File: src/hw/rtl/jbf_ram.sv
module jbf_ram #(
    parameter int WIDTH = 16,
    parameter int DEPTH = 256
) (
    input  logic                     aclk,
    input  logic                     we,
    input  logic [$clog2(DEPTH)-1:0] waddr,
    input  logic [WIDTH-1:0]         wdata,
    input  logic [$clog2(DEPTH)-1:0] raddr,
    output logic [WIDTH-1:0]         rdata
);

    logic [WIDTH-1:0] mem [DEPTH];

    always_ff @(posedge aclk) begin
        if (we) begin
            mem[waddr] <= wdata;
        end
        rdata <= mem[raddr];
    end

endmodule

File: config.mk
export PLATFORM = sky130hd
export DESIGN_NAME = jbf_ram
export DESIGN_NICKNAME = d
export VERILOG_FILES = /design/src/hw/rtl/jbf_ram.sv
export SDC_FILE = /design/constraint.sdc
export NUM_CORES = 2
export LEC_CHECK = 0
export BUFFER_PORTS_ARGS = -buffer_cell sky130_fd_sc_hd__buf_2
export CORE_MARGIN = 4
export CORE_UTILIZATION = 60
export CTS_CLUSTER_DIAMETER = 50
export CTS_CLUSTER_SIZE = 24
export DETAILED_ROUTE_END_ITERATION = 8
export MAX_ROUTING_LAYER = met4
export PLACE_DENSITY = 0.84
export REMOVE_ABC_BUFFERS = 1
export SLEW_MARGIN = 20
export SYNTH_ARGS = -nofsm -noshare
export SYNTH_HDL_FRONTEND = slang
export SYNTH_SLANG_ARGS = --single-unit
File: constraint.sdc
create_clock -name aclk -period 3.8 [get_ports aclk]
set_input_delay 0.19 -clock aclk [delete_from_list [all_inputs] [get_ports aclk]]
set_output_delay 0.19 -clock aclk [all_outputs]
set_load 0.05 [all_outputs]
==> key figures <==
Outcome
  – Status: completed

Place
  – GPL Wtd Cong: 0.976
  – Post-place setup slack: -0.101 ns
  – Port Buffers: 49
  – Post-DP HPWL: 253 mm

CTS
  – Hold Buf Count CTS: 20
  – Number of post-CTS setup repair buffers: 0
  – Clock Sink Count: 4112
  – Clock Latency Late Sink: 0.99 ns
  – CTS tree: done
  – Number of gates resized after CTS: 0
  – CTS root buf: clkbuf_16
  – Max clock buf depth: 4
  – CTS HTree Levels: 5
  – Worst-path clk slew: 0.09 ns
  – CTS buffer count: 305

Timing
  – Max-Slew Margin vs Limit: 15.0%
  – Peak Freq: 298 MHz
  – Final Max Tran Viols: 0
  – Layout Skew: 0.0809 ns
  – Fin. Hold Viols: 0
  – Fin Setup TNS: 0 ns
  – Final period util: 88.3%
  – Final setup fails: 0
  – Final min period: 3.36 ns
  – Slew at the pin with the worst max-slew slack: 1.27 ns
  – Worst Setup Slack, final: 0.443 ns
  – RSZ-0062 raised after global routing: false

Synth
  – Yosys reg bits: 4112
  – Netlist cell types: 52
  – Top FF cell, synth: edfxtp_1
  – Top cell type's share of synthesized area: 77.5%
  – Post-synth top area cell: edfxtp_1
  – Number of synthesized flops with an enable pin: 4096
  – FFs w/ async S/R, synth: 0%
  – Synth area leaders: edfxtp_1 (77%), mux4_2 (11%), mux2i_1 (3.6%), o221ai_1 (1.4%), nor2_1 (0.72%)
  – Cells after Synth: 7360
  – Post-synthesis average cell area: 21.6 sq um
  – Mapped cell area: 159000 sq um
  – Register area share after synthesis: 77.7%
  – Synth warnings: 0

Power and ir drop
  – Flop pwr share: 56.0%
  – Psw: 20.7 mW
  – Pwr dens: 504 nW/um^2
  – Internal power component: 68.6 mW
  – Comb pwr share: 5.7%
  – Maximum VDD drop: 429 uV
  – Clock power frac: 38.3%
  – Sw Share: 23.1%
  – LEAKAGE: 56.3 nW
  – Total power: 89.3 mW

Floorplanning
  – Die W: 522 um
  – Core ar.: 263000 sq um
  – Die area: 273000 sq um
  – # rows: 188
  – Die Y: 522 um
  – I/O pins: 50
  – Initial Util: 60.4%

Global routing
  – Busiest metal layer after global routing: met2
  – Met1 Usage GRT: 42.9%
  – First-pass GRT wire length: 642 mm
  – Largest net degree at the start of global routing: 155
  – Via count of the first global-routing pass: 84982
  – Met3 Usage GRT: 9.71%
  – All-Layer GR Usage: 34.3%
  – Initial antenna violation count: 41
  – Met2 GRT Util: 51.2%
  – Grt ovf: 0

Critical path
  – Setup crit end kind: flop
  – Reg-to-reg setup timing slack: 0.44 ns
  – Crit-path max FO: 1
  – Critical path class: reg -> reg
  – Slowest cell delay on critical path: 1.10 ns
  – FF-to-FF End: rdata[12]$_DFF_P_
  – Critical path required time: 4.60 ns
  – FF-to-FF path depth: 6
  – Crit-path slowest cell: o32ai_1
  – Worst setup SP type: flop
  – Critical path arrival: 4.16 ns
  – Worst flop-to-flop path startpoint: mem[2][12]$_DFFE_PP_
  – Worst-path cell chain: mux4_2 -> mux2_2 -> a22oi_1 -> nand2_1 -> o32ai_1 -> nor4_1

Route
  – Total wire length: 454 mm
  – 1st-iter DRT viols: 17515
  – WL per Instance: 38.9 um
  – Post-route DRC: 0
  – Vias per cell: 7.34
  – ANT nets after route: 0
  – First drt pass iteration count: 8
  – Total vias in the final route: 85580

Layout
  – Layout fillers: 14752
  – Area occupied by multi-input gates: 32800 sq um
  – Register area: 123000 sq um
  – Final nets: 7911
  – Area delta synth->final: 11.5%
  – Layout cell share with drive strength beyond 1: 25.4%

Min path
  – Worst min-delay path class: in -> reg
  – Worst hold start: waddr[3]
  – Hold path depth: 4
  – Worst Hold Path EP: mem[206][12]$_DFFE_PP_

Run
  – Max-Cap Viols: 0
[routing by layer]
layer,share of wire (%),wire length [um]
met1,31,139000
met2,47,213000
met3,15,68400
met4,7.4,33400
met5,0,0
[metrics by stage]
stage | area, sq um | hold WS (ns) | utilization (%) | cells
global route | 177000 | 0.0477 | 67.4 | 11653
detailed placement | 166000 | 0.657 | 63.3 | 11062
finish | 177000 | 0.0774 | 67.4 | 11655
global placement | 166000 | 0.646 | 63.3 | 11061
floorplan | 156000 | 0.289 | - | 6908
CTS | 177000 | 0.00128 | 67.3 | 11616
[registers in the layout (all words and copies together) (netlist names)]
| name | cells |
|---|---|
| mem | 4096 |
| rdata | 16 |
[cells in the mapped netlist (17+ instances only)]
library cell / number
a211oi_1: 18
mux4_2: 797
o32ai_1: 20
o221ai_1: 252
buf_6: 77
clkbuf_1: 230
buf_1: 27
mux2i_1: 565
nand3_1: 35
a22oi_1: 43
nand2_1: 38
a22o_1: 32
edfxtp_1: 4096
buf_2: 76
nor4_1: 17
buf_4: 26
nor3_1: 92
nand4_1: 26
o21ai_0: 37
a21oi_1: 175
mux2_2: 88
nor2_1: 304
a221oi_1: 28
o22ai_1: 148
[worst max-delay path by stage]
stage,cells after the start,slack (ns),start,end
after floorplan,6,-2.89,raddr[2],rdata[4]$_DFF_P_
after global placement,8,-0.29,raddr[1],rdata[5]$_DFF_P_
after detailed placement,8,-0.10,raddr[1],rdata[8]$_DFF_P_
after CTS,6,0.60,mem[3][8]$_DFFE_PP_,rdata[8]$_DFF_P_
after global routing,6,0.49,mem[0][2]$_DFFE_PP_,rdata[2]$_DFF_P_
final,6,0.44,mem[2][12]$_DFFE_PP_,rdata[12]$_DFF_P_
[power groups by stage]
stage / Combinational [mW] / Clock (mW) / Sequential [mW]
after detailed placement: 4.78 / 0 / 51.0
after CTS: 4.91 / 34.2 / 50.0
after floorplan: 1.84 / 0 / 51.1
final: 5.08 / 34.2 / 50.0
after global placement: 4.60 / 0 / 51.0
after global routing: 5.17 / 36.2 / 50.0
[cell usage in the layout (no fill, tap or decap), drive strengths merged, types with 20 or more instances in the layout]
cell type    Yosys  layout
dlygate4sd3      0      20
nor2           304     304
o21ai           38      38
clkinv           0      83
inv              4      94
a21oi          175     175
o32ai           21      21
nand4           26      26
mux2i          565     565
a22o            32      32
clkbuf         230     324
mux2            88      88
nand3           35      35
a221oi          28      28
mux4           797     797
o22ai          148     148
o221ai         253     253
diode            0      36
nor3            92      92
a22oi           43      43
buf            222     641
nand2           38      38
edfxtp        4096    4096
[worst max-delay path, delay by kind of cell (launching register included)]
family             cells  cell delay [ns]
DFF                    1             0.43
muxes                  2             0.78
AOI/OAI and AO/OA      2             1.58
and+or+nand+nor        2             0.39
[layout make-up]
class | count | share of cell area [%]
Clock inverter | 211 | 1.48
Sequential cell | 4112 | 69.7
Antenna cell | 36 | 0.0509
Multi-Input combinational cell | 2792 | 18.5
Tap cell | 3515 | 2.48
Timing Repair Buffer | 662 | 3.38
Clock buffer | 323 | 4.39
Inverter | 4 | 0.0141
[kinds of logic after synthesis]
group                  count (synthesis)  synth area share (%)
and+or+nand+nor                      556                  1.57
buffers and inverters                456                  1.69
DFF                                 4112                  77.7
muxes                               1450                  15.5
AOI/OAI and AO/OA                    786                  3.54
No activity file was read; power rests on OpenSTA's default activity.
