## src/hw/rtl/jbf_pkg.sv

```systemverilog
package jbf_pkg;

    localparam int MAX_RADIUS       = 4;
    localparam int MAX_WIDTH        = 2048;
    localparam int COLOR_TABLE_SIZE = 768;

    localparam int DIAM_MAX   = 2 * MAX_RADIUS + 1;
    localparam int SPACE_SIZE = DIAM_MAX * DIAM_MAX;
    localparam int COL_W      = $clog2(MAX_WIDTH);
    localparam int SLOT_W     = $clog2(DIAM_MAX + 1);
    localparam int LINE_DEPTH = (1 << COL_W) * DIAM_MAX;
    localparam int LINE_AW    = $clog2(LINE_DEPTH);
    localparam int SPACE_AW   = $clog2(SPACE_SIZE);
    localparam int COLOR_AW   = $clog2(COLOR_TABLE_SIZE);

    localparam int QUO_W  = 16;
    localparam int TW_W   = 32;
    localparam int PROD_W = QUO_W + TW_W;
    localparam int ACC_W  = PROD_W + $clog2(SPACE_SIZE);
    localparam int WSUM_W = TW_W + $clog2(SPACE_SIZE);
    localparam int NUM_W  = ACC_W + 1;

    localparam logic [1:0] MODE_PIXEL      = 2'd0;
    localparam logic [1:0] MODE_LOAD_COLOR = 2'd1;
    localparam logic [1:0] MODE_LOAD_SPACE = 2'd2;

    localparam logic [2:0] CFG_RADIUS       = 3'd0;
    localparam logic [2:0] CFG_WIDTH        = 3'd1;
    localparam logic [2:0] CFG_GUIDE_COLOR  = 3'd2;
    localparam logic [2:0] CFG_SOURCE_COLOR = 3'd3;
    localparam logic [2:0] CFG_SOURCE_FIXED = 3'd4;

endpackage

```

## src/hw/rtl/jbf_div.sv

```systemverilog
module jbf_div (
    input  logic                      aclk,
    input  logic                      aresetn,
    input  logic                      start,
    input  logic [jbf_pkg::NUM_W-1:0]  num,
    input  logic [jbf_pkg::WSUM_W-1:0] den,
    output logic                      done,
    output logic [jbf_pkg::QUO_W-1:0]  quo
);

    localparam int DSR_W = jbf_pkg::WSUM_W + jbf_pkg::QUO_W - 1;
    localparam int CNT_W = $clog2(jbf_pkg::QUO_W + 1);

    logic                      busy_reg, busy_next;
    logic                      done_reg, done_next;
    logic [CNT_W-1:0]          cnt_reg, cnt_next;
    logic [jbf_pkg::NUM_W-1:0] rem_reg, rem_next;
    logic [DSR_W-1:0]          dsr_reg, dsr_next;
    logic [jbf_pkg::QUO_W-1:0] quo_reg, quo_next;
    logic                      ge;

    assign ge = rem_reg >= jbf_pkg::NUM_W'(dsr_reg);

    always_comb begin
        busy_next = busy_reg;
        done_next = 1'b0;
        cnt_next  = cnt_reg;
        rem_next  = rem_reg;
        dsr_next  = dsr_reg;
        quo_next  = quo_reg;
        if (start) begin
            busy_next = 1'b1;
            cnt_next  = '0;
            rem_next  = num;
            dsr_next  = {den, {(jbf_pkg::QUO_W - 1){1'b0}}};
            quo_next  = '0;
        end else if (busy_reg) begin
            if (ge) begin
                rem_next = rem_reg - jbf_pkg::NUM_W'(dsr_reg);
            end
            quo_next = {quo_reg[jbf_pkg::QUO_W-2:0], ge};
            dsr_next = dsr_reg >> 1;
            cnt_next = cnt_reg + 1'b1;
            if (cnt_reg == CNT_W'(jbf_pkg::QUO_W - 1)) begin
                busy_next = 1'b0;
                done_next = 1'b1;
            end
        end
    end

    always_ff @(posedge aclk) begin
        if (!aresetn) begin
            busy_reg <= 1'b0;
            done_reg <= 1'b0;
            cnt_reg  <= '0;
        end else begin
            busy_reg <= busy_next;
            done_reg <= done_next;
            cnt_reg  <= cnt_next;
        end
        rem_reg <= rem_next;
        dsr_reg <= dsr_next;
        quo_reg <= quo_next;
    end

    assign done = done_reg;
    assign quo  = quo_reg;

`ifndef SYNTHESIS
    a_no_restart: assert property (@(posedge aclk) disable iff (!aresetn)
        busy_reg |-> !start) else $error("divider restarted while busy");
    a_done_after_busy: assert property (@(posedge aclk) disable iff (!aresetn)
        done_reg |-> $past(busy_reg)) else $error("done without a division");
    a_done_ends_busy: assert property (@(posedge aclk) disable iff (!aresetn)
        done_reg |-> !busy_reg) else $error("busy after done");
`endif

endmodule

```

## config.mk

```make
export PLATFORM = sky130hd
export DESIGN_NAME = jbf_div
export DESIGN_NICKNAME = d
export VERILOG_FILES = /design/src/hw/rtl/jbf_pkg.sv /design/src/hw/rtl/jbf_div.sv
export SDC_FILE = /design/constraint.sdc
export NUM_CORES = 1
export LEC_CHECK = 0
export BUFFER_PORTS_ARGS = -buffer_cell sky130_fd_sc_hd__buf_2
export CAP_MARGIN = 20
export CORE_UTILIZATION = 35
export DETAILED_ROUTE_END_ITERATION = 8
export PLACE_DENSITY = 0.61
export RECOVER_POWER = 25
export SLEW_MARGIN = 20
export SYNTH_ARGS = -nofsm -noshare
export SYNTH_HDL_FRONTEND = slang
export SYNTH_SLANG_ARGS = --single-unit
```

## constraint.sdc

```tcl
create_clock -name aclk -period 3.7 [get_ports aclk]
set_input_delay 0.37 -clock aclk [delete_from_list [all_inputs] [get_ports aclk]]
set_output_delay 0.37 -clock aclk [all_outputs]
set_load 0.1 [all_outputs]
```

==> results.toml, run 1 <==
[status]
status = "complete, but fails checks"
failed_checks = "capacitance limit, slew limit"

[hold_path]
hold_path_class = "primary input to flop"
whs_path_depth = 3
holdPathEnd = "dsr_reg[42]"
hp-start = "den[27]"

[global_route]
grt.busiest_layer = "met2"
grt-ovfl-total = 0
grtUsageMet1_pct = 24.3
grt_pass1_vias = 7248
grt_max_degree = 150
track_usage_pct = 17.6
grt_use_met3_pct = 3.24
grt_pass1_wl_um = 36700
met2_usage_pct = 28.1
grt_antenna_before_repair = 0

[layout]
fin_area_um2 = 10400
diodes = 0
drive_above_1_share_pct = 15.5
fin_nets = 1259
fin_cells = 1447
area_growth_pct = 15.9
largest_reg_flops = 56
fillers = 2542

[logic_synthesis]
synthTopCellsByArea = "edfxtp_1, dfxtp_1, ha_1, nand2_1, o21ai_0"
syn-num-nets = 1172
yosys_warnings = 0
ys_ff_latch = 133
synth_top_area_share_pct = 31.8
synth_area_um2 = 8970
synth-edff-count = 95
synth.distinct_cells = 66
synthArstFlopShare_pct = 0
synth_area_leader_cell = "edfxtp_1"
syn_inst = 1017
syn_area_per_cell_um2 = 8.82
synth_flop_cell = "edfxtp_1"
seq_area_frac_synth_pct = 40.3

[sta]
drv_slew = 81
post-route-min-period_ps = 3440
relSlewSlack_pct = -79.4
finalCritPeriodShare_pct = 92.9
setup_viol = 0
final_hold_viol_count = 0
fin_worst_skew_ps = 8.89
tns_ps = 0
max_freq_ghz = 0.291
grt_setup_unrepaired = "false"
worst_slew_pin_slew_ps = 2690
setup_ws_ps = 263

[drt]
dr.pass1.iters = 5
vias_per_cell = 5.20
avgRoutedWirePerCell_um = 15.7
drt_iter0_markers = 399
drt-total-wl_um = 22700
vias = 7524
drt_drc_violations_left = 0
ant_nets = 0

[die]
chipHeight_um = 162
ios = 115
coreArea_um2 = 25200
die_w_um = 162
die_area_um2 = 26300
initial_core_util_pct = 35.6
rows = 58

[worst_setup_path]
end_kind = "flop"
critPathArrivalTime_ps = 3600
reg2reg_from = "rem_reg[0]"
reg2reg_to = "rem_reg[7]"
startpoint_type = "flop"
crit_type = "flop to flop"
crit_fanout = 45
r2r_slack_ps = 260
reg2reg_depth = 14
worst_ep_required_time_ps = 3860

[clock_tree]
cts_made_buffers = 17
postCtsHoldBufs = 0
cts_tree = "yes"
path_clk_slew_ps = 60
clkSinkCount = 133
cts-root-buf = "clkbuf_16"
clk_latency_ps = 430
cts-htree-levels = 4
cts.path.max_buffers = 2

[placed_design]
place_area_um2 = 9840
dp_slack_ps = 162
placed_cells = 1415
portBuffers = 114
hpwlAfterDp_um = 16500
place_congestion = 0.869

[pwr]
p_int_mw = 4.12
switchingPower_mw = 2.70
combPwrFrac_pct = 45.8
finalPower_mw = 6.82
peakVddDrop_uv = 326
netSwitchingFraction_pct = 39.6
power_leakage_nw = 4.30
clkPwrFrac_pct = 24.5
seqPwrFrac_pct = 29.7
p_per_area_nw_per_um2 = 656

[job]
maxCapViolCount = 2
-- per-stage QoR --
stage / hold slack (ps) / util [%]
floorplan: 456 / -
global placement: 466 / 39.1
detailed placement: 483 / 39.1
CTS: 204 / 41.4
global route: 212 / 41.3
finish: 216 / 41.3
-- final cells by class --
cell class | count | area, um^2 | area share (%)
Inverter | 77 | 289 | 2.78
Sequential cell | 133 | 3610 | 34.7
Tap cell | 330 | 413 | 3.97
Clock inverter | 13 | 109 | 1.05
Timing Repair Buffer | 122 | 651 | 6.26
Clock buffer | 19 | 464 | 4.46
Multi-Input combinational cell | 753 | 4860 | 46.7
-- logic make-up after synthesis --
group,count (synthesis),share of synthesized area [%]
AO/OA/AOI/OAI,304,22.3
XOR/XNOR,49,4.78
adder cells (fa/ha/maj),57,8.03
buffers and inverters,131,5.60
flip-flops,133,40.3
multiplexers,37,4.17
AND/OR/NAND/NOR,306,14.9
-- Yosys cell counts (all sizes together), types with 6 or more instances --
master	n
buf	7
nand2	146
inv	76
a21oi	70
nor2b	8
xnor2	30
ha	56
o211ai	10
nor3	18
clkbuf	47
and2	6
a31oi	7
nand4	14
xor2	19
nor2	81
o21a	8
o21ai	82
edfxtp	95
o21bai	20
o31ai	42
mux2i	34
a211oi	8
a21o	29
dfxtp	38
nand3	14
-- worst max-delay path, cell delays in order (launching register included) --
cell	delay (ps)
edfxtp_1	360
inv_1	60
ha_1	160
inv_1	50
fa_1	420
a211oi_2	220
o21bai_1	120
a21oi_2	230
o21ai_2	160
a221oi_2	410
o21ai_1	150
a21boi_1	220
o21bai_1	130
a21o_2	250
buf_12	220
-- layout by cell type, fill, tap and decap left out, drive strengths merged, types with 4 or more instances in the layout --
master	instances
clkinv	5
o31ai	42
and3	5
xor2	19
o21ai	82
o211ai	10
dfxtp	38
and2	6
buf	119
clkbuf	22
nand3	14
nand2	146
nand4	14
nor2b	8
mux2i	34
a21o	29
a21oi	70
inv	85
xnor2	30
ha	56
edfxtp	95
nor3	18
o21bai	20
a21boi	4
nor2	81
a31oi	7
o21a	8
a211oi	8
-- what timing repair did --
action,CTS,global route
endpoints found under the hold margin,0,0
setup buffers,0,0
endpoints found under the setup margin,0,56
resized for setup,0,1
-- routing by layer --
layer	share of wire [%]	routed length, um	up-vias
li1	-	-	3834
met1	50	11300	3500
met2	45	10100	172
met3	4.4	994	18
met4	1.3	287	0
met5	0	0	-
-- power by group through the flow --
stage                     registers (mW)  logic, mW  clock network [mW]
final                               2.03       3.13                1.67
after global routing                2.05       3.50                1.75
after CTS                           2.03       3.11                1.71
after detailed placement            2.06       3.09                   0
after global placement              2.05       3.07                   0
after floorplan                     2.05       2.39                   0
-- worst max path at each step --
stage                          start           to  slack [ps]
after floorplan           rem_reg[0]   rem_reg[0]         270
final                     rem_reg[0]   rem_reg[7]         260
after CTS                 rem_reg[0]  rem_reg[15]         160
after detailed placement  rem_reg[0]   rem_reg[8]         160
after global placement    rem_reg[0]   rem_reg[1]         310
after global routing      rem_reg[0]  rem_reg[10]          20
Power figures use the tool's default switching activity.
==> run 2, diff against run 1 <==
--- a/config.mk
+++ b/config.mk
@@ -12,4 +12,5 @@
 export PLACE_DENSITY = 0.61
 export RECOVER_POWER = 25
+export SKIP_LAST_GASP = 1
 export SLEW_MARGIN = 20
 export SYNTH_ARGS = -nofsm -noshare
==> constraint.sdc (replaced) <==
create_clock -name aclk -period 3.7 [get_ports aclk]
set_input_delay 0.555 -clock aclk [delete_from_list [all_inputs] [get_ports aclk]]
set_output_delay 0.555 -clock aclk [all_outputs]
set_load 0.1 [all_outputs]
==> results.toml, run 2 (synthesis gave the netlist of run 1 again) <==
[placed_design]
place_congestion = 0.870
placed_cells = 1417
portBuffers = 114
hpwlAfterDp_um = 16700

[layout]
largest_reg_flops = 56
drive_above_1_share_pct = 15.6
fin_cells = 1449
register_area_um2 = 3610
area_growth_pct = 16.2
fillers = 2550
layout_commonest_cell = "nand2_1"
diodes = 0
fin_nets = 1261
utilization_pct = 41.4
mostFrequentLayoutCells = "nand2_1, buf_2, edfxtp_1"
multi_input_area_um2 = 4860

[die]
initial_core_util_pct = 35.6
coreArea_um2 = 25200
die_area_um2 = 26300
ios = 115
rows = 58
die_w_um = 162
chipHeight_um = 162

[worst_setup_path]
worst_ep_required_time_ps = 3870
crit_family = "compound AO/OA/AOI/OAI gates"
crit_type = "flop to flop"
crit_fanout = 43
end_kind = "flop"
critPathArrivalTime_ps = 3580
path_cells = "inv_1, ha_1, inv_1, fa_1, a211oi_2, o21bai_1, a21oi_2, o21ai_2, a221oi_2, o21ai_1, a21boi_1, o21bai_1, a21o_2, buf_12"
critPathMaxStageDelay_ps = 430
path_buf_inv = 3
critPathSlowestCell = "fa_1"
startpoint_type = "flop"

[clock_tree]
clkSinkCount = 133
path_clk_slew_ps = 70
cts-htree-levels = 4
cts_tree = "yes"
postCtsHoldBufs = 0
cts-root-buf = "clkbuf_16"
clk_latency_ps = 430
cts.path.max_buffers = 2
cts_made_buffers = 17

[sta]
tns_ps = 0
post-route-min-period_ps = 3420
final_hold_viol_count = 0
grt_setup_unrepaired = "false"
setup_viol = 0
drv_slew = 166
worst_slew_pin_slew_ps = 2300
finalCritPeriodShare_pct = 92.4
fin_worst_skew_ps = 11.4
relSlewSlack_pct = -53.5
max_freq_ghz = 0.293

[drt]
avgRoutedWirePerCell_um = 15.8
vias = 7618
ant_nets = 0
vias_per_cell = 5.26
dr.pass1.iters = 7
drt_drc_violations_left = 0
drt-total-wl_um = 23000
drt_iter0_markers = 444

[job]
maxCapViolCount = 2

[pwr]
p_per_area_nw_per_um2 = 662
power_leakage_nw = 4.32
peakVddDrop_uv = 249
finalPower_mw = 6.90

[global_route]
grt_max_degree = 126
grt_pass1_wl_um = 36900
grt_antenna_before_repair = 0
grt-ovfl-total = 0
grt_pass1_vias = 7254
track_usage_pct = 17.8

[status]
failed_checks = "capacitance limit, slew limit"
status = "complete, but fails checks"

[hold_path]
hold_path_class = "primary input to flop"
run 2: worst register-to-register path, delay by kind of cell, from the launching register on:
family          cells  cell delay (ps)
buf+inv             3              310
flops               1              360
fa+ha+maj           2              590
compound gates      9             1880
run 2: path summary, 6_finish.rpt:
path         depth (start not counted)     endpoint  slack [ps]        from
max                                 14  rem_reg[10]         280  rem_reg[0]
min                                  3  dsr_reg[43]         400     den[28]
max reg2reg                         14  rem_reg[10]         280  rem_reg[0]
min reg2reg                          2   cnt_reg[4]         480  cnt_reg[4]
run 2: layer usage:
metal	vias to the layer above	GRT usage, %	part of all wire [%]
met3	20	3.14	4.9
met5	-	0	0
met1	3568	25.2	49
li1	3839	-	-
met2	191	27.5	44
met4	0	5.49	1.6
run 2: cell type report:
| type | count | share of cell area [%] |
|---|---|---|
| multi-input combinational | 753 | 46.6 |
| sequential | 133 | 34.7 |
| timing repair buffer | 124 | 6.31 |
| clock buffer | 19 | 4.56 |
| tap | 330 | 3.96 |
| inverter | 77 | 2.77 |
| clock inverter | 13 | 1.12 |
run 2: power breakdown:
group / total (mW) / switching (mW) / internal (mW)
Sequential: 2.03 / 0.0917 / 1.94
Combinational: 3.14 / 1.89 / 1.25
Clock: 1.72 / 0.754 / 0.968
run 2: repair_timing:
action	4_1_cts	5_1_grt
setup buffers	0	0
endpoints found under the setup margin	0	56
gates resized for setup	0	1
endpoints found under the hold margin	0	0
run 2: stage by stage:
stage	instance area [um^2]	setup slack, ps	hold WS, ps
after floorplan	8980	269	456
after global placement	9870	293	466
after detailed placement	9870	205	474
after CTS	10500	180	384
after global routing	10400	49.1	395
final	10400	281	398
==> run 3, diff against run 2 <==
BUFFER_PORTS_ARGS = -buffer_cell sky130_fd_sc_hd__buf_4   (was -buffer_cell sky130_fd_sc_hd__buf_2)
==> results.toml, run 3 (synthesis gave the netlist of run 1 again) <==
[pwr]
power_leakage_nw = 4.32
p_per_area_nw_per_um2 = 643
finalPower_mw = 6.82
peakVddDrop_uv = 266

[placed_design]
placed_cells = 1415
hpwlAfterDp_um = 16600
place_congestion = 0.860
portBuffers = 114

[layout]
largest_reg_flops = 56
layout_commonest_cell = "nand2_1"
mostFrequentLayoutCells = "nand2_1, buf_4, edfxtp_1"
area_growth_pct = 18.2
diodes = 0
fin_nets = 1259
fillers = 2555
fin_cells = 1447
drive_above_1_share_pct = 14.1

[clock_tree]
cts_tree = "yes"
cts_made_buffers = 17
cts-htree-levels = 4
cts.path.max_buffers = 2
post-cts-setup-buffers = 0
clk_latency_ps = 430
clkSinkCount = 133
path_clk_slew_ps = 70
cts-root-buf = "clkbuf_16"

[worst_setup_path]
end_kind = "flop"
crit_fanout = 43
worst_ep_required_time_ps = 3860
startpoint_type = "flop"
crit_type = "flop to flop"
critPathArrivalTime_ps = 3550

[sta]
worst_slew_pin_slew_ps = 1370
setup_viol = 0
drv_slew = 0
final_hold_viol_count = 0
relSlewSlack_pct = 8.52
fin_worst_skew_ps = 11.5
grt_setup_unrepaired = "false"
finalCritPeriodShare_pct = 91.6
tns_ps = 0
post-route-min-period_ps = 3390
max_freq_ghz = 0.295

[die]
die_w_um = 162
chipHeight_um = 162
rows = 58
initial_core_util_pct = 35.6
coreArea_um2 = 25200
ios = 115
die_area_um2 = 26300

[global_route]
grt_pass1_wl_um = 37000
grt-ovfl-total = 0
grt_pass1_vias = 7229
grt_antenna_before_repair = 0
track_usage_pct = 17.8
grt_max_degree = 142

[drt]
vias_per_cell = 5.24
drt_iter0_markers = 391
dr.pass1.iters = 5
avgRoutedWirePerCell_um = 15.7
drt_drc_violations_left = 0
ant_nets = 0
vias = 7581
drt-total-wl_um = 22800

[job]
maxCapViolCount = 0

[status]
status = "complete, no violations"

[hold_path]
hold_path_class = "primary input to flop"
## run 3: cell count changes in the layout (fill, tap and decap cells not counted), sizes merged
cell / delta
inv: +3
clkinv: -1
clkbuf: +12
buf: -16
## run 3: per-layer routing
| metal | vias to the layer above | global-route usage, % | wire length [um] |
|---|---|---|---|
| li1 | 3834 | - | - |
| met1 | 3540 | 24.9 | 11200 |
| met2 | 195 | 28.2 | 10200 |
| met3 | 12 | 2.94 | 1140 |
| met4 | 0 | 4.67 | 192 |
| met5 | - | 0 | 0 |
## run 3: repair_timing
action | CTS | global route
endpoints found under the setup margin | 0 | 43
gates resized for setup | 0 | 1
hold buffers | 0 | 0
## run 3: worst max-delay path, stage by stage (launching register included)
cell,delay (ps)
edfxtp_1,350
inv_1,60
ha_1,150
inv_1,50
fa_1,430
a211oi_2,220
o21bai_1,110
a21oi_2,210
o21ai_2,150
a221oi_2,390
o21ai_1,170
a21boi_1,230
o21bai_1,120
a21o_2,240
buf_12,200
## run 3: power by group
part / leakage [nW] / internal, mW / switching (mW)
registers: 1.29 / 1.94 / 0.0964
clock network: 0.283 / 0.889 / 0.756
logic: 2.75 / 1.27 / 1.87
## run 3: worst paths after layout
kind / start / to / slack (ps) / cells after the start
setup / recovery: rem_reg[0] / rem_reg[6] / 310 / 14
hold / removal: aresetn / busy_reg / 400 / 2
setup reg to reg: rem_reg[0] / rem_reg[6] / 310 / 14
hold reg to reg: cnt_reg[4] / cnt_reg[4] / 510 / 2
## run 3: layout make-up
type	instances	area [um^2]	area share [%]
Tap cell	330	413	3.89
Clock inverter	15	129	1.22
Sequential cell	133	3610	34.1
Multi-Input combinational cell	753	4860	45.8
Inverter	77	289	2.73
Clock buffer	17	425	4.01
Timing Repair Buffer	122	875	8.25
## run 3: stage by stage
stage	hold slack [ps]	utilization [%]	setup slack (ps)	cell area, um^2
2_1_floorplan	456	-	269	8980
3_3_place_gp	465	40.2	292	10100
3_5_place_dp	489	40.2	236	10100
4_1_cts	382	42.4	218	10700
5_1_grt	402	42.1	83.6	10600
6_report	403	42.1	312	10600
